### config.mk
export PLATFORM = sky130hd
export DESIGN_NAME = pcmf_ins_cell
export DESIGN_NICKNAME = d
export VERILOG_FILES = /design/src/rtl/core/pcmf_pkg.sv /design/src/rtl/core/pcmf_ins_cell.sv
export SDC_FILE = /design/constraint.sdc
export NUM_CORES = 1
export LEC_CHECK = 0
export BUFFER_PORTS_ARGS = -buffer_cell sky130_fd_sc_hd__buf_4
export CELL_PAD_IN_SITES_DETAIL_PLACEMENT = 1
export CELL_PAD_IN_SITES_GLOBAL_PLACEMENT = 2
export CORE_MARGIN = 3
export CORE_UTILIZATION = 29
export CTS_BUF_LIST = sky130_fd_sc_hd__clkbuf_16
export DETAILED_ROUTE_END_ITERATION = 8
export GPL_TIMING_DRIVEN = 0
export PLACE_DENSITY = 0.85
export SLEW_MARGIN = 30
export SYNTH_ARGS = -nofsm -noshare
export SYNTH_HDL_FRONTEND = slang
export SYNTH_SLANG_ARGS = --single-unit
### constraint.sdc
create_clock -name i_clk -period 2.06 [get_ports i_clk]
set_clock_uncertainty 0.15 [all_clocks]
set_input_delay 0.206 -clock i_clk [delete_from_list [all_inputs] [get_ports i_clk]]
set_output_delay 0.206 -clock i_clk [all_outputs]
set_load 0.02 [all_outputs]
### src/rtl/core/pcmf_pkg.sv
// ----------------------------------------------------------------------------
// pcmf_pkg - shared types and functions of the permutation candidate filter
// Widths, the word carried along the cell chain, the elaboration-time
// factorial schedule and the GF(2^4) mix helpers.
// ----------------------------------------------------------------------------
package pcmf_pkg;

    localparam int IDX_W    = 37;
    localparam int WORD_W   = 16;
    localparam int NIB_W    = 4;
    localparam int DIG_W    = 4;
    localparam int MAX_FREE = 14;
    localparam int FREE_VALUES_DEF = 14;
    localparam longint IDX_MAX = (longint'(1) << IDX_W) - 1;

    localparam int CFG_IDX_W = 2;
    localparam logic [CFG_IDX_W-1:0] CFG_FIRST_WORD   = 2'd0;
    localparam logic [CFG_IDX_W-1:0] CFG_SECOND_WORD  = 2'd1;
    localparam logic [CFG_IDX_W-1:0] CFG_COMPARE_MASK = 2'd2;

    localparam logic [WORD_W-1:0] FIRST_WORD_RST   = 16'h0000;
    localparam logic [WORD_W-1:0] SECOND_WORD_RST  = 16'h0000;
    localparam logic [WORD_W-1:0] COMPARE_MASK_RST = 16'h0FFF;

    localparam logic [NIB_W-1:0] GF_POLY_LOW = 4'h3;

    typedef logic [MAX_FREE-1:0][DIG_W-1:0] t_digits;
    typedef logic [MAX_FREE-1:0][NIB_W-1:0] t_list;

    typedef struct packed {
        logic [IDX_W-1:0] index;
        logic [IDX_W-1:0] rest;
        t_digits          digits;
        logic             sat;
        t_list            list;
    } t_word;

    function automatic longint fact(input int n);
        longint r;
        r = 1;
        for (int i = 2; i <= n; i++) begin
            r = r * i;
        end
        return r;
    endfunction

    function automatic int nbits(input longint v);
        int b;
        b = 0;
        for (int i = 0; i < 63; i++) begin
            if ((v >> i) != 0) begin
                b = i + 1;
            end
        end
        return b;
    endfunction

    function automatic int top_steps(input int f);
        int n;
        n = 0;
        for (int s = 0; s <= IDX_W; s++) begin
            if (fact(f - 1) <= (IDX_MAX >> s)) begin
                n = s + 1;
            end
        end
        return n;
    endfunction

    function automatic int dig_steps(input int f, input int k);
        int n;
        if (k == f - 1) begin
            n = top_steps(f);
        end else begin
            n = nbits(longint'(k));
        end
        return n;
    endfunction

    function automatic int total_steps(input int f);
        int n;
        n = 0;
        for (int k = 0; k < f; k++) begin
            n = n + dig_steps(f, k);
        end
        return n;
    endfunction

    // digit handled by step j, walking digits from the top down
    function automatic int step_k(input int f, input int j);
        int c;
        int r;
        c = 0;
        r = 0;
        for (int k = f - 1; k >= 0; k--) begin
            for (int s = dig_steps(f, k) - 1; s >= 0; s--) begin
                if (c == j) begin
                    r = k;
                end
                c = c + 1;
            end
        end
        return r;
    endfunction

    function automatic int step_s(input int f, input int j);
        int c;
        int r;
        c = 0;
        r = 0;
        for (int k = f - 1; k >= 0; k--) begin
            for (int s = dig_steps(f, k) - 1; s >= 0; s--) begin
                if (c == j) begin
                    r = s;
                end
                c = c + 1;
            end
        end
        return r;
    endfunction

    function automatic logic [NIB_W-1:0] gf_dbl(input logic [NIB_W-1:0] v);
        return {v[NIB_W-2:0], 1'b0} ^ (v[NIB_W-1] ? GF_POLY_LOW : '0);
    endfunction

    // coefficient of row i, column j of the circulant (2,3,1,1)
    function automatic logic [NIB_W-1:0] gf_term(input int i, input int j,
                                                 input logic [NIB_W-1:0] v);
        logic [NIB_W-1:0] r;
        case ((j - i + 4) % 4)
            0:       r = gf_dbl(v);
            1:       r = gf_dbl(v) ^ v;
            default: r = v;
        endcase
        return r;
    endfunction

    function automatic logic [WORD_W-1:0] mix_word(input logic [WORD_W-1:0] w);
        logic [3:0][NIB_W-1:0] nib;
        logic [3:0][NIB_W-1:0] res;
        for (int i = 0; i < 4; i++) begin
            nib[i] = w[(3 - i) * NIB_W +: NIB_W];
        end
        for (int i = 0; i < 4; i++) begin
            res[3 - i] = '0;
            for (int j = 0; j < 4; j++) begin
                res[3 - i] = res[3 - i] ^ gf_term(i, j, nib[j]);
            end
        end
        return res;
    endfunction

endpackage

### src/rtl/core/pcmf_ins_cell.sv
// ----------------------------------------------------------------------------
// pcmf_ins_cell - one insertion step of the permutation build
// Inserts the value K+2 into the growing list at the position given by
// digit K, saturating the top digit.
// ----------------------------------------------------------------------------
module pcmf_ins_cell
    import pcmf_pkg::*;
#(
    parameter int K   = 0,
    parameter bit TOP = 1'b0
) (
    input  logic  i_clk,
    input  logic  i_rst_n,
    input  logic  i_en,
    input  logic  i_valid,
    input  t_word i_word,
    output logic  o_valid,
    output t_word o_word
);

    localparam logic [DIG_W-1:0] K_D   = DIG_W'(K);
    localparam logic [NIB_W-1:0] K_VAL = NIB_W'(K + 2);

    logic             r_valid;
    t_word            r_word;
    t_word            n_word;
    logic [DIG_W-1:0] pos;

    always_comb begin
        pos = i_word.digits[K];
        if ((TOP && i_word.sat) || (pos > K_D)) begin
            pos = K_D;
        end
        n_word = i_word;
        for (int i = 0; i < MAX_FREE; i++) begin
            if (DIG_W'(i) == pos) begin
                n_word.list[i] = K_VAL;
            end else if (i > 0 && DIG_W'(i) > pos) begin
                n_word.list[i] = i_word.list[(i > 0) ? i - 1 : 0];
            end
        end
    end

    always_ff @(posedge i_clk) begin
        if (!i_rst_n) begin
            r_valid <= 1'b0;
        end else if (i_en) begin
            r_valid <= i_valid;
        end
    end

    always_ff @(posedge i_clk) begin
        if (i_en) begin
            r_word <= n_word;
        end
    end

    assign o_valid = r_valid;
    assign o_word  = r_word;

endmodule

==> out/metrics.cfg, run 1 <==
[clock_network]
post_cts_buffers=0
cts.sinks=188
cts_buffers=17
hold_buffers=174
htree_levels=4
cts_resized=0
clk_path_buf_depth=2
root_buffer=clkbuf_16

[floorplanning]
num_rows=51
die_w_um=148
io_pins=379
initial_core_util=0.298
die_h_um=148

[outcome]
outcome=did not finish
error=[ERROR RSZ-0060] Max buffer count reached.
haltStage=clock tree synthesis (4_1_cts)

[logic_synthesis]
ys_ff_latch=188
syn_area_per_cell_um2=24.0
synthCells=244
mappedNetlistArea_um2=5850
ys_types=6
ys_warn_count=0
yosysSeqAreaShare=0.963

[placed_design]
placed_cells_incl_taps=834
numPortBuffers=322
gp_congestion=0.782
dpl.hpwl_mm=13.5

## cells by family after synthesis
kind of cell | synth area share
buffers and inverters | 0.0333
and+or+nand+nor | 0.00107
DFF | 0.963
muxes | 0.00171
other | 0.00128
## metrics by stage
| stage | hold slack [ns] | TNS [ns] | setup slack [ns] | util | instance area (um2) |
|---|---|---|---|---|---|
| 3_3_place_gp | 0.224 | -65.65 | -0.410 | 0.438 | 8610 |
| 2_1_floorplan | 0.155 | 0 | 1.24 | - | 5860 |
| 3_5_place_dp | 0.228 | 0 | 0.266 | 0.440 | 8650 |
## synthesized netlist by cell type
master,number,area share
edfxtp_1,187,0.96
nor2b_1,1,0.0011
mux2i_1,1,0.0017
conb_1,2,0.0013
dfxtp_1,1,0.0034
clkbuf_1,52,0.033
==> inputs of run 2 (changes only) <==
==> config.mk (replaced) <==
export PLATFORM = sky130hd
export DESIGN_NAME = pcmf_ins_cell
export DESIGN_NICKNAME = d
export VERILOG_FILES = /design/src/rtl/core/pcmf_pkg.sv /design/src/rtl/core/pcmf_ins_cell.sv
export SDC_FILE = /design/constraint.sdc
export NUM_CORES = 1
export LEC_CHECK = 0
export BUFFER_PORTS_ARGS = -buffer_cell sky130_fd_sc_hd__buf_4
export CORE_MARGIN = 3
export CORE_UTILIZATION = 20
export DETAILED_ROUTE_END_ITERATION = 8
export GPL_TIMING_DRIVEN = 0
export PLACE_DENSITY_LB_ADDON = 0.15
export SLEW_MARGIN = 30
export SYNTH_ARGS = -nofsm -noshare
export SYNTH_HDL_FRONTEND = slang
export SYNTH_SLANG_ARGS = --single-unit
==> out/metrics.cfg, run 2 <==
[detailed_routing]
vias=4163
via_per_inst=3.55
first_iter_violations=125
wl_mm=17.1
drtAntennaViolNets=0
drcViolationCount=0
detail_route.wl_per_cell_um=14.6
drtPass1Iterations=4

[logic_synthesis]
synth_edf_count=187
yosysMostFrequentCell=edfxtp_1
synth_top_family_by_area=buffers and inverters
synth_top_area_share=0.959
ys_warn_count=0
synth_commonest_cells=edfxtp_1 (187), clkbuf_1 (52), conb_1 (2)
synth_fa_ha_area_frac=0
ys_types=6
synth_compound_area_frac=0
ys_ff_latch=188
yosysSeqAreaShare=0.963
async_reset_ff_frac=0
syn_area_per_cell_um2=24.0
ys_top_cells_by_area=edfxtp_1 (96%), clkbuf_1 (3.3%), dfxtp_1 (0.34%)
mappedNetlistArea_um2=5850
synth.mux.area_fraction=0.00171
ys.flop_type=edfxtp_1
yosys.area_share.simple=0.00107
synth_xor_area_frac=0
synth_top_cell_by_area=edfxtp_1
synthCells=244

[worst_setup_path]
cp.arrival_ns=1.89
r2r_cells=3
r2r_end=o_valid$_SDFFE_PN0P_
endpoint_kind=flop
start_kind=input pin
path_class=in2reg
cp_top_family=buffers and inverters
max_stage_delay_ns=0.55
reg2reg_slack_ns=0.73
critPathBufInv=4
crit_top_cell=buf_16
cp.required_ns=2.23
path_cells=buf_8, buf_16, buf_16, mux2i_1, nor2b_1, dlygate4sd3_1
crit_path_max_fanout=84
r2r-start=o_valid$_SDFFE_PN0P_
cp_slowest_cell=dlygate4sd3_1

[timing]
fin_crit_sh=0.838
max_freq_ghz=0.579
finalCriticalPeriod_ns=1.73
slew_violations=0
max_slew_margin=0.478
worst_pin_slew_ns=0.781
finalSetupViolCount=0
grt_setup_unrepaired=no
finalHoldViolations=0

[clock_network]
clk_path_buf_depth=2
cts_tree=done
root_buffer=clkbuf_16
cts_buffers=17
cts.sinks=188
htree_levels=4
post_cts_buffers=0
clk_latency_ns=0.42
clkTransAtPathRegs_ns=0.08

[outcome]
outcome=complete, no violations

[global_routing]
gr-usage-all-layers=0.105
gr-total-overflow=0
grt_max_degree=85
grt_pass1_vias=4653
antenna_found_initial=0
grt_first_pass_wirelength_mm=25.0

[final_layout]
diodes=0
multiInputGateArea_um2=31.3
area_growth_pct=91.9
fillCellCount=2664
drive_above_1_share=0.449
fin_cells=1173
largest_reg_flops=187
regArea_um2=5640
num-nets-final=967
final_cell_mix=buf_4 (321), edfxtp_1 (187), dlygate4sd3_1 (186)
layout_commonest_cell=buf_4
fin_area_um2=11200
final_util=0.390

[power_and_ir_drop]
power.leakage_nw=4.53
vdd_drop_max_v=0.000399
power_density_nw_per_um2=819

[floorplanning]
core_um2=28800
io_pins=379
num_rows=62
dieArea_um2=31400
initial_core_util=0.203
die_w_um=177
die_h_um=177

[hold_path]
whs_path_depth=2
worstHoldPathType=in2reg
min_from=i_en
min_to=o_word[155]$_DFFE_PP_

[job]
maxCapViolations=0

[placed_design]
gp_congestion=0.709
dpl_cell_area_um2=8820
dpl.hpwl_mm=11.7
placed_cells_incl_taps=954
numPortBuffers=322

==> run 2: logic make-up after synthesis <==
group | after synthesis
other | 2
DFF | 188
and+or+nand+nor | 1
buffers and inverters | 52
muxes | 1
==> run 2: through the flow <==
stage                     hold slack [ns]  power, mW  setup TNS [ns]  setup WS, ns
after floorplan                     0.155       5.13               0          1.24
after global placement              0.227       5.89          -90.14        -0.558
after detailed placement            0.226       5.91               0         0.167
after CTS                           0.157       9.38               0         0.343
after global routing                0.169       9.61               0         0.215
final                               0.156       9.20               0         0.333
==> run 2: worst max path at each step <==
stage,from,endpoint,cells past startpoint
6_report,i_en,o_valid$_SDFFE_PN0P_,6
5_1_grt,i_en,o_valid$_SDFFE_PN0P_,6
4_1_cts,i_en,o_valid$_SDFFE_PN0P_,6
3_5_place_dp,i_en,o_valid$_SDFFE_PN0P_,5
3_3_place_gp,i_en,o_valid$_SDFFE_PN0P_,3
2_1_floorplan,o_valid$_SDFFE_PN0P_,o_valid$_SDFFE_PN0P_,2
==> run 2: area by class of cell <==
class                           count  share of cell area
Clock buffer                       20              0.0389
Buffer                             52              0.0174
Timing Repair Buffer              511               0.387
Sequential cell                   188               0.502
Clock inverter                     12             0.00969
Multi-Input combinational cell      6             0.00278
Tap cell                          384              0.0428
==> run 2: power by group <==
| part | switching [mW] | total, mW | internal (mW) |
|---|---|---|---|
| clock network | 1.51 | 3.10 | 1.59 |
| logic | 0.698 | 1.47 | 0.770 |
| registers | 0.0867 | 4.63 | 4.54 |
| total | 2.30 | 9.20 | 6.90 |
==> run 2: per-layer routing <==
layer	global-route usage	vias up	wire, um
li1	-	1947	-
met1	0.115	1976	6350
met2	0.180	221	8660
met3	0.0474	19	1760
met4	0.0360	0	341
met5	0	-	0
==> run 2: repair_timing <==
action / in CTS / in global routing
resized for setup: 0 / 0
hold endpoints to repair: 199 / 0
hold buffers: 187 / 0
Power figures use the tool's default switching activity.
