--- src/rtl/core/pcmf_pkg.sv ---
// ----------------------------------------------------------------------------
// pcmf_pkg - shared types and functions of the permutation candidate filter
// Widths, the word carried along the cell chain, the elaboration-time
// factorial schedule and the GF(2^4) mix helpers.
// ----------------------------------------------------------------------------
package pcmf_pkg;

    localparam int IDX_W    = 37;
    localparam int WORD_W   = 16;
    localparam int NIB_W    = 4;
    localparam int DIG_W    = 4;
    localparam int MAX_FREE = 14;
    localparam int FREE_VALUES_DEF = 14;
    localparam longint IDX_MAX = (longint'(1) << IDX_W) - 1;

    localparam int CFG_IDX_W = 2;
    localparam logic [CFG_IDX_W-1:0] CFG_FIRST_WORD   = 2'd0;
    localparam logic [CFG_IDX_W-1:0] CFG_SECOND_WORD  = 2'd1;
    localparam logic [CFG_IDX_W-1:0] CFG_COMPARE_MASK = 2'd2;

    localparam logic [WORD_W-1:0] FIRST_WORD_RST   = 16'h0000;
    localparam logic [WORD_W-1:0] SECOND_WORD_RST  = 16'h0000;
    localparam logic [WORD_W-1:0] COMPARE_MASK_RST = 16'h0FFF;

    localparam logic [NIB_W-1:0] GF_POLY_LOW = 4'h3;

    typedef logic [MAX_FREE-1:0][DIG_W-1:0] t_digits;
    typedef logic [MAX_FREE-1:0][NIB_W-1:0] t_list;

    typedef struct packed {
        logic [IDX_W-1:0] index;
        logic [IDX_W-1:0] rest;
        t_digits          digits;
        logic             sat;
        t_list            list;
    } t_word;

    function automatic longint fact(input int n);
        longint r;
        r = 1;
        for (int i = 2; i <= n; i++) begin
            r = r * i;
        end
        return r;
    endfunction

    function automatic int nbits(input longint v);
        int b;
        b = 0;
        for (int i = 0; i < 63; i++) begin
            if ((v >> i) != 0) begin
                b = i + 1;
            end
        end
        return b;
    endfunction

    function automatic int top_steps(input int f);
        int n;
        n = 0;
        for (int s = 0; s <= IDX_W; s++) begin
            if (fact(f - 1) <= (IDX_MAX >> s)) begin
                n = s + 1;
            end
        end
        return n;
    endfunction

    function automatic int dig_steps(input int f, input int k);
        int n;
        if (k == f - 1) begin
            n = top_steps(f);
        end else begin
            n = nbits(longint'(k));
        end
        return n;
    endfunction

    function automatic int total_steps(input int f);
        int n;
        n = 0;
        for (int k = 0; k < f; k++) begin
            n = n + dig_steps(f, k);
        end
        return n;
    endfunction

    // digit handled by step j, walking digits from the top down
    function automatic int step_k(input int f, input int j);
        int c;
        int r;
        c = 0;
        r = 0;
        for (int k = f - 1; k >= 0; k--) begin
            for (int s = dig_steps(f, k) - 1; s >= 0; s--) begin
                if (c == j) begin
                    r = k;
                end
                c = c + 1;
            end
        end
        return r;
    endfunction

    function automatic int step_s(input int f, input int j);
        int c;
        int r;
        c = 0;
        r = 0;
        for (int k = f - 1; k >= 0; k--) begin
            for (int s = dig_steps(f, k) - 1; s >= 0; s--) begin
                if (c == j) begin
                    r = s;
                end
                c = c + 1;
            end
        end
        return r;
    endfunction

    function automatic logic [NIB_W-1:0] gf_dbl(input logic [NIB_W-1:0] v);
        return {v[NIB_W-2:0], 1'b0} ^ (v[NIB_W-1] ? GF_POLY_LOW : '0);
    endfunction

    // coefficient of row i, column j of the circulant (2,3,1,1)
    function automatic logic [NIB_W-1:0] gf_term(input int i, input int j,
                                                 input logic [NIB_W-1:0] v);
        logic [NIB_W-1:0] r;
        case ((j - i + 4) % 4)
            0:       r = gf_dbl(v);
            1:       r = gf_dbl(v) ^ v;
            default: r = v;
        endcase
        return r;
    endfunction

    function automatic logic [WORD_W-1:0] mix_word(input logic [WORD_W-1:0] w);
        logic [3:0][NIB_W-1:0] nib;
        logic [3:0][NIB_W-1:0] res;
        for (int i = 0; i < 4; i++) begin
            nib[i] = w[(3 - i) * NIB_W +: NIB_W];
        end
        for (int i = 0; i < 4; i++) begin
            res[3 - i] = '0;
            for (int j = 0; j < 4; j++) begin
                res[3 - i] = res[3 - i] ^ gf_term(i, j, nib[j]);
            end
        end
        return res;
    endfunction

endpackage

--- src/rtl/core/pcmf_div_cell.sv ---
// ----------------------------------------------------------------------------
// pcmf_div_cell - one restoring step of the factorial digit extraction
// Compares the remainder with a shifted factorial, subtracts on success and
// sets the matching digit bit, or the overflow flag for the top digit.
// ----------------------------------------------------------------------------
module pcmf_div_cell
    import pcmf_pkg::*;
#(
    parameter longint DIVISOR = 1,
    parameter int     SHIFT   = 0,
    parameter int     DIGIT   = 0
) (
    input  logic  i_clk,
    input  logic  i_rst_n,
    input  logic  i_en,
    input  logic  i_valid,
    input  t_word i_word,
    output logic  o_valid,
    output t_word o_word
);

    localparam logic [IDX_W-1:0] STEP_VAL = IDX_W'(DIVISOR << SHIFT);
    localparam int SBIT = (SHIFT < DIG_W) ? SHIFT : 0;

    logic  r_valid;
    t_word r_word;
    t_word n_word;

    always_comb begin
        n_word = i_word;
        if (i_word.rest >= STEP_VAL) begin
            n_word.rest = i_word.rest - STEP_VAL;
            if (SHIFT < DIG_W) begin
                n_word.digits[DIGIT][SBIT] = 1'b1;
            end else begin
                n_word.sat = 1'b1;
            end
        end
    end

    always_ff @(posedge i_clk) begin
        if (!i_rst_n) begin
            r_valid <= 1'b0;
        end else if (i_en) begin
            r_valid <= i_valid;
        end
    end

    always_ff @(posedge i_clk) begin
        if (i_en) begin
            r_word <= n_word;
        end
    end

    assign o_valid = r_valid;
    assign o_word  = r_word;

endmodule

--- config.mk ---
export PLATFORM = sky130hd
export DESIGN_NAME = pcmf_div_cell
export DESIGN_NICKNAME = d
export VERILOG_FILES = /design/src/rtl/core/pcmf_pkg.sv /design/src/rtl/core/pcmf_div_cell.sv
export SDC_FILE = /design/constraint.sdc
export NUM_CORES = 1
export LEC_CHECK = 0
export BUFFER_PORTS_ARGS = -buffer_cell sky130_fd_sc_hd__clkbuf_2
export CAP_MARGIN = 20
export CORE_AREA = 2 2 148 150
export CTS_BUF_LIST = sky130_fd_sc_hd__clkbuf_8
export DETAILED_ROUTE_END_ITERATION = 6
export DIE_AREA = 0 0 150 152
export GPL_ROUTABILITY_DRIVEN = 0
export GPL_TIMING_DRIVEN = 0
export HOLD_SLACK_MARGIN = 0.03
export PLACE_DENSITY = 0.57
export SLEW_MARGIN = 30
export SYNTH_ARGS = -nofsm -noshare
export SYNTH_HDL_FRONTEND = slang
export SYNTH_SLANG_ARGS = --single-unit
--- constraint.sdc ---
create_clock -name i_clk -period 4.68 [get_ports i_clk]
set_clock_uncertainty 0.1 [all_clocks]
set_input_delay 0.234 -clock i_clk [delete_from_list [all_inputs] [get_ports i_clk]]
set_output_delay 0.234 -clock i_clk [all_outputs]
set_load 0.05 [all_outputs]
* Word-level counts from Yosys, hierarchy flattened
Cells that the tools add are included.
Word-level totals: flip-flop bits (word level) 188, latch bits 0, RAM bits 0, ROM bits 0, input bits 191, memories kept 0
Cells by class: $add $sub $neg 1, multipliers 0, div/mod/pow operators 0, magnitude comparators 1, eq/ne operators 0, shifts and indexed selects 0, mux-type cells 1, bitwise gates (word level) 0, reductions and logical operators 0
Operators by type and width (count):
- $ge A37 B1 Y1 const B | 1
- $mux W37 | 1
- $sub A37 B1 Y37 const B | 1

* Logic depth before layout (Yosys ltp)
Gate-level depths: netlist of run 1.
depth after elaboration 2, mapped depth 8, gate-level depth less buffers 7

* Worst setup path before layout of run 1
OpenSTA, ideal clock, no wires.
path type input to register, start input i_word[138] in the netlist's numbering, end register r_word, in the netlist o_word[122], data pin, setup time 0.260 ns, arrival 1.994 ns, data required time 4.320 ns, slack 2.325 ns, stages on the path 6, buffers on the path 1, path through or4_4 > or4_4 > nor4b_4 > buf_6 > a21oi_2 > mux2_4
RTL lines:
- start: declaration | RTL line pcmf_div_cell.sv:17 | input t_word i_word,
- end signal: assignment | RTL line pcmf_div_cell.sv:51 | r_word <= n_word;
- end: declaration | RTL line pcmf_div_cell.sv:26 | t_word r_word;

==> impl_metrics.csv, run 1 <==
group,metric,value,unit
sta,report.final.hold_viol_count,0,
detailed_routing,drt-initial-drc-count,311,
finish,fin_nets,1104,
flow_run,cap_violations,0,
detailed_routing,via_per_inst,4.38,
grt,grt_pass1_vias,5358,
synthesis,synth_seq_area_share,85.9,%
floorplanning,coreArea,21400,µm²
floorplanning,pin_count,379,
synthesis,yosys-top-cells-count,"187 x edfxtp_1, 16 x xor2_1, 14 x nor2_1, 14 x nor3_1, 12 x nand2_1",
clock_network,h-tree-depth,4,
detailed_routing,firstDrtPassIters,4,
setup_path,critPathLaunch,"i_word[119]",
sta,setup_viol,0,
synthesis,synth-seq-cells,188,
setup_path,cp_max_fo,9,
finish,diodes,0,
clock_network,clockBufferDepth,2,
setup_path,critPathLaunchType,"input port",
grt,antenna_found_initial,0,
clock_network,root_buffer,"clkbuf_8",
synthesis,synth_warnings,0,
detailed_routing,route.detailed.drc,0,
grt,grt_pass1_wl,31.2,mm
clock_network,clock_latency,0.46,ns
worst_hold_path,hold_path.class,"in2reg",
placed_design,place_inst,989,
sta,slew_viol_final,0,
worst_hold_path,min_from,"i_word[131]",
grt,grt_usage,18.5,%
setup_path,crit_arrival,3.02,ns
setup_path,cp-end-kind,"flop",
detailed_routing,drtAntennaViolNets,0,
setup_path,critPathKind,"in2reg",
sta,fin_crit,2.90,ns
synthesis,async_flop_share,0,%
power_and_ir_drop,irDropWorstVdd,0.000169,V
sta,fin_crit_sh,62.1,%
synthesis,yosysMostFrequentCell,"edfxtp_1",
synthesis,synth_area,6560,µm²
clock_network,ctsResizeCount,0,
grt,grt_overflow,0,
synthesis,postSynthAreaPerCell,19.9,µm²
setup_path,regToRegStartpoint,"o_valid",
synthesis,synth.area.mux_share,0.382,%
sta,tightest_slew,0.558,ns
clock_network,numCtsBuffers,17,
synthesis,dominantRegCellSynth,"edfxtp_1",
sta,fin_setup_tns,0,ns
synthesis,synth_cell_types,39,
synthesis,synth-simple-area-share,7.04,%
sta,fmax,344,MHz
setup_path,worst_ep_required_time,4.80,ns
floorplanning,die_h,152,µm
synthesis,synth_fa_ha_area_share,0.382,%
floorplanning,initial_core_util,30.7,%
floorplanning,die-area,22800,µm²
synthesis,synth_compound_area_share,2.38,%
finish,area_growth,69.1,%
synthesis,synth-xor-area-share,3.34,%
placed_design,dp.final_hpwl,15.1,mm
synthesis,synth_cells,330,
synthesis,yosys.area.top_type,"edfxtp_1",
finish,drive_gt1_share,45.6,%
synthesis,synth_nets,523,
sta,grt_setup_unrepaired,"false",
synthesis,ys_top_cells_by_area,"edfxtp_1 86%, xor2_1 2.1%, xnor2_1 1.2%",
synthesis,synth_top_family_by_area,"simple AND/OR/NAND/NOR gates",
synthesis,synth_top_area_share,85.6,%
grt,grt_max_degree,78,
power_and_ir_drop,p_leak,0.00469,µW
detailed_routing,wirelength,21.9,mm
sta,maxSlewHeadroom,62.2,%
run_status,outcome,"finished clean",
detailed_routing,wl_per_cell,18.2,µm
power_and_ir_drop,power_density,363,nW/µm²
floorplanning,die_w,150,µm
detailed_routing,vias,5276,
floorplanning,rows,54,
finish,instances_no_fill,1204,
clock_network,clkSinkCount,188,
clock_network,cts_tree,"yes",
synthesis,synth_edf_count,187,
clock_network,path_clk_slew,0.11,ns
placed_design,numPortBuffers,377,
[worst max-delay path: stages]
cell,delay (ns)
dlygate4sd3_1,0.53
clkbuf_2,0.14
nor4_1,0.49
nand4_1,0.42
a311o_1,0.38
clkbuf_1,0.22
or4_1,0.47
xnor2_1,0.14
[layout by cell type (no fill, tap or decap), types with 2 or more instances in the layout]
master         Yosys  routed
or4_1              2       2
buf_16             0       2
dlygate4sd3_1      0     183
nor4_1             7       7
nand3_1            8       8
or2_2              3       3
nand4_1            4       4
nor2_1            14      14
a211oi_1           4       4
nand2_1           12      12
ha_1               2       2
clkinv_8           0       3
clkinv_4           0       2
or4_4              2       2
inv_8              0       3
xor2_1            16      16
clkbuf_8           0      18
edfxtp_1         187     187
nor4b_1            2       2
buf_2              2       2
xnor2_1            9       9
inv_1              2       2
nor3_1            14      14
o21ai_1            3       3
inv_6              0       5
o31ai_1            3       3
o21ai_0            8       8
clkbuf_1           2       2
clkbuf_2           0     376
or3_1              7       7
[power breakdown]
part | leakage (µW) | switching (µW) | internal [µW]
Clock | 0.000201 | 675 | 408
Sequential | 0.00184 | 38.0 | 2000
Combinational | 0.00265 | 648 | 255
Total | 0.00469 | 1360 | 2660
[routing by layer]
metal | global-route usage, % | vias up | wire [µm]
met5 | 0 | - | 0
met4 | 8.58 | 0 | 838
met3 | 5.41 | 41 | 1560
met2 | 32.1 | 231 | 11200
met1 | 20.8 | 2538 | 8320
li1 | - | 2466 | -
[cells by family after synthesis]
logic type                 count (synthesis)
and+or+nand+nor                           82
muxes                                      2
adders and majority gates                  2
xor gates and xnor gates                  25
buffers and inverters                      7
DFF                                      188
AOI/OAI and AO/OA                         24
[final timing paths]
check / endpoint / slack, ns / cells past startpoint
worst max-delay path: o_word[138] / 1.78 / 8
worst min-delay path: o_word[131] / 0.08 / 2
worst max register to register: o_valid / 3.38 / 3
worst min register to register: o_valid / 1.03 / 3
[registers in the layout (all words and copies together) (netlist names)]
| signal | flops |
|---|---|
| o_valid | 1 |
| o_word | 187 |
[metrics by stage]
step                instance area, µm²  total power [µW]  hold WS [ns]  utilization, %  worst slack (ns)
floorplan                         6560              2570         0.233               -              2.33
global placement                  8800              2840         0.311            41.2             0.373
detailed placement                8860              2850         0.313            41.5              1.84
CTS                              11100              4070        0.0323            51.9              1.82
global route                     11100              4170        0.0403            51.9              1.68
finish                           11100              4020        0.0776            51.9              1.78
[timing repair]
| item | CTS | global route |
|---|---|---|
| endpoints found under the hold margin | 181 | 0 |
| hold buffers | 183 | 0 |
| setup buffers | 0 | 0 |
[final cells by class]
cell class / count / area [µm²]
Fill cell: 1814 / 10300
Sequential cell: 188 / 5640
Timing Repair Buffer: 562 / 3780
Multi-Input combinational cell: 135 / 887
Tap cell: 280 / 350
Clock buffer: 17 / 234
Clock inverter: 15 / 164
Buffer: 5 / 28.8
Inverter: 2 / 7.51
Note: power is estimated with default switching activity, not from simulation.
==> inputs of run 2 (changes only) <==
Settings changed: ABC_AREA set to 1, PLACE_DENSITY 0.57 to 0.59.
Clock period 4.68 ns to 2.95 ns, I/O delays scaled along.
==> run 2 against run 1 <==
  * Flip-flop and latch count unchanged
  * Design area increased by 4.3%
  * Register-to-register slack worse by 1.8 ns
  * First-iteration DRC count unchanged
  * Sequential power rose by 58%
  * Hold slack got worse by 0.010 ns
  * Clock power up 58%
  * Clock-buffer cell count did not move
  * Sequential share of layout area fell by 2.1 points
  * Utilization rose by 2.3 points
  * Total power up 59%
  * Combinational power is 63% higher
  * Largest cell class unchanged
==> impl_metrics.csv, run 2 <==
group,metric,value,unit
detailed_routing,via_per_inst,4.29,
synthesis,ys_top_cells_by_area,"edfxtp_1 80%, nand2_1 5.1%, nor2_1 3.4%",
detailed_routing,route.detailed.drc,0,
worst_hold_path,whs_path_depth,4,
floorplanning,die_h,152,µm
setup_path,worst_ep_required_time,3.07,ns
sta,tightest_slew,0.437,ns
detailed_routing,drtAntennaViolNets,0,
synthesis,yosysMostFrequentCell,"edfxtp_1",
synthesis,synth_top_area_share,79.8,%
setup_path,regToRegStartpoint,"o_valid",
synthesis,synth_seq_area_share,80.1,%
clock_network,cts_tree,"yes",
floorplanning,rows,54,
floorplanning,die_w,150,µm
power_and_ir_drop,irDropWorstVdd,0.000278,V
setup_path,r2r_slack,1.60,ns
sta,setup_viol,0,
finish,area_growth,64.4,%
clock_network,root_buffer,"clkbuf_8",
grt,grt_max_degree,85,
floorplanning,initial_core_util,33.0,%
grt,antenna_found_initial,0,
detailed_routing,vias,5810,
synthesis,synth_cells,480,
placed_design,place_inst,1140,
sta,grt_setup_unrepaired,"false",
finish,fin_nets,1254,
setup_path,crit_end,"o_word[143]",
synthesis,synth_compound_area_share,1.80,%
power_and_ir_drop,p_total,6410,µW
setup_path,timing.rr.end,"o_valid",
clock_network,clock_latency,0.46,ns
finish,drive_gt1_share,42.2,%
finish,utilization,54.2,%
setup_path,crit_cells,11,
setup_path,max_stage_delay,0.53,ns
synthesis,yosys-top-cells-count,"187 x edfxtp_1, 96 x nand2_1, 64 x nor2_1",
clock_network,h-tree-depth,4,
power_and_ir_drop,power_density,554,nW/µm²
setup_path,crit_family,"buffers and inverters",
finish,layout_commonest_cell,"clkbuf_2",
synthesis,synth_edf_count,187,
detailed_routing,wl_per_cell,17.4,µm
setup_path,cp_cell_sequence,"dlygate4sd3_1, clkbuf_2, inv_1, ha_1, inv_1, nor2_1, nand2_1, o21ai_0, nand2_1, nand2_1, inv_1",
setup_path,critPathLaunch,"i_word[113]",
sta,fmax,506,MHz
grt,grt_pass1_wl,34.4,mm
synthesis,synth_cell_types,23,
synthesis,synth_fa_ha_area_share,0.356,%
placed_design,dp.final_hpwl,17.1,mm
floorplanning,die-area,22800,µm²
flow_run,cap_violations,0,
setup_path,cp-end-kind,"flop",
setup_path,path_buf_inv,5,
finish,mostFrequentLayoutCells,"377 x clkbuf_2, 187 x edfxtp_1, 182 x dlygate4sd3_1",
synthesis,synth-xor-area-share,1.74,%
synthesis,synth-simple-area-share,13.4,%
synthesis,synth_area,7040,µm²
synthesis,synth_warnings,0,
detailed_routing,drt-initial-drc-count,311,
clock_network,cts_setup_buffers,0,
power_and_ir_drop,p_leak,0.00505,µW
clock_network,clkSinkCount,188,
setup_path,slowest_stage,"dlygate4sd3_1",
sta,fin_crit,1.98,ns
sta,fin_ws,0.975,ns
clock_network,hold_buffers,182,
clock_network,path_clk_slew,0.10,ns
placed_design,numPortBuffers,378,
sta,holdWs,0.0674,ns
synthesis,synth.area.mux_share,0,%
detailed_routing,firstDrtPassIters,4,
clock_network,numCtsBuffers,17,
clock_network,clockBufferDepth,2,
synthesis,synth_nets,673,
finish,diodes,0,
synthesis,async_flop_share,0,%
setup_path,reg2regPathDepth,3,
synthesis,yosys.area.top_type,"edfxtp_1",
run_status,outcome,"finished clean",
sta,fin_crit_sh,67.0,%
synthesis,synth-seq-cells,188,
worst_hold_path,min_from,"i_word[132]",
grt,grt_overflow,0,
clock_network,ctsResizeCount,0,
floorplanning,coreArea,21400,µm²
sta,maxSlewHeadroom,70.9,%
setup_path,crit_arrival,2.10,ns
floorplanning,pin_count,379,
finish,largest_reg_flops,187,
synthesis,dominantRegCellSynth,"edfxtp_1",
sta,slew_viol_final,0,
setup_path,critPathKind,"in2reg",
finish,instances_no_fill,1354,
sta,report.final.hold_viol_count,0,
synthesis,synth_top_family_by_area,"simple AND/OR/NAND/NOR gates",
placed_design,place_ws,1.03,ns
grt,grt_usage,20.3,%
setup_path,cp_max_fo,5,
detailed_routing,wirelength,23.5,mm
setup_path,critPathLaunchType,"input port",
worst_hold_path,hold_path.class,"in2reg",
synthesis,postSynthAreaPerCell,14.7,µm²
grt,grt_pass1_vias,6051,
==> run 2: cell types whose count changed in the layout (fill, tap and decap cells not counted), moves of 10 or more <==
cell,before,now
nand2_1,12,96
xor2_1,16,6
nor2_1,14,64
inv_1,2,37
nor2_2,0,13
nor3_1,14,0
a21oi_1,1,13
==> run 2: how the worst min path moves through the flow <==
stage / endpoint / slack (ns)
after floorplan: o_valid / 0.14
after global placement: o_word[37] / 0.22
after detailed placement: o_word[13] / 0.23
after CTS: o_word[143] / 0.04
after global routing: o_word[131] / 0.07
final: o_word[132] / 0.07
==> run 2: stage by stage <==
stage                     cell area [µm²]  setup TNS, ns
after floorplan                      7040              0
after global placement               9280        -221.01
after detailed placement             9340              0
after CTS                           11600              0
after global routing                11600              0
final                               11600              0
==> run 2: logic make-up (layout without fill, tap and decap cells) <==
family	count (synthesis)	in the layout
compound gates	23	23
xor+xnor	14	14
fa+ha+maj	2	2
buf+inv	42	636
flops	188	188
simple gates	211	211
==> run 2: tightest hold or removal path, delay by kind of cell <==
kind / cells / cell delay (ns)
XOR/XNOR: 1 / 0.13
buffers and inverters: 2 / 0.19
AND/OR/NAND/NOR: 1 / 0.06
==> run 2: power breakdown <==
group	switching (µW)	internal [µW]
sequential	58.6	3170
combinational	1060	414
clock	1060	645
==> run 2: final cells by class <==
type | instances | area, µm²
repair buffers | 562 | 3780
inverters | 39 | 148
flip-flops and latches | 188 | 5640
clock buffers | 17 | 234
plain buffers | 3 | 41.3
multi-input cells | 250 | 1210
clock inverters | 15 | 171
well taps | 280 | 350
fillers | 1852 | 9780
==> run 2: layer usage <==
layer	part of all wire (%)	track usage [%]	vias up	routed length (µm)
li1	-	-	2816	-
met1	37	22.7	2705	8740
met2	51	35.8	245	12000
met3	7.7	5.14	44	1810
met4	4.2	9.61	0	997
met5	0	0	-	0
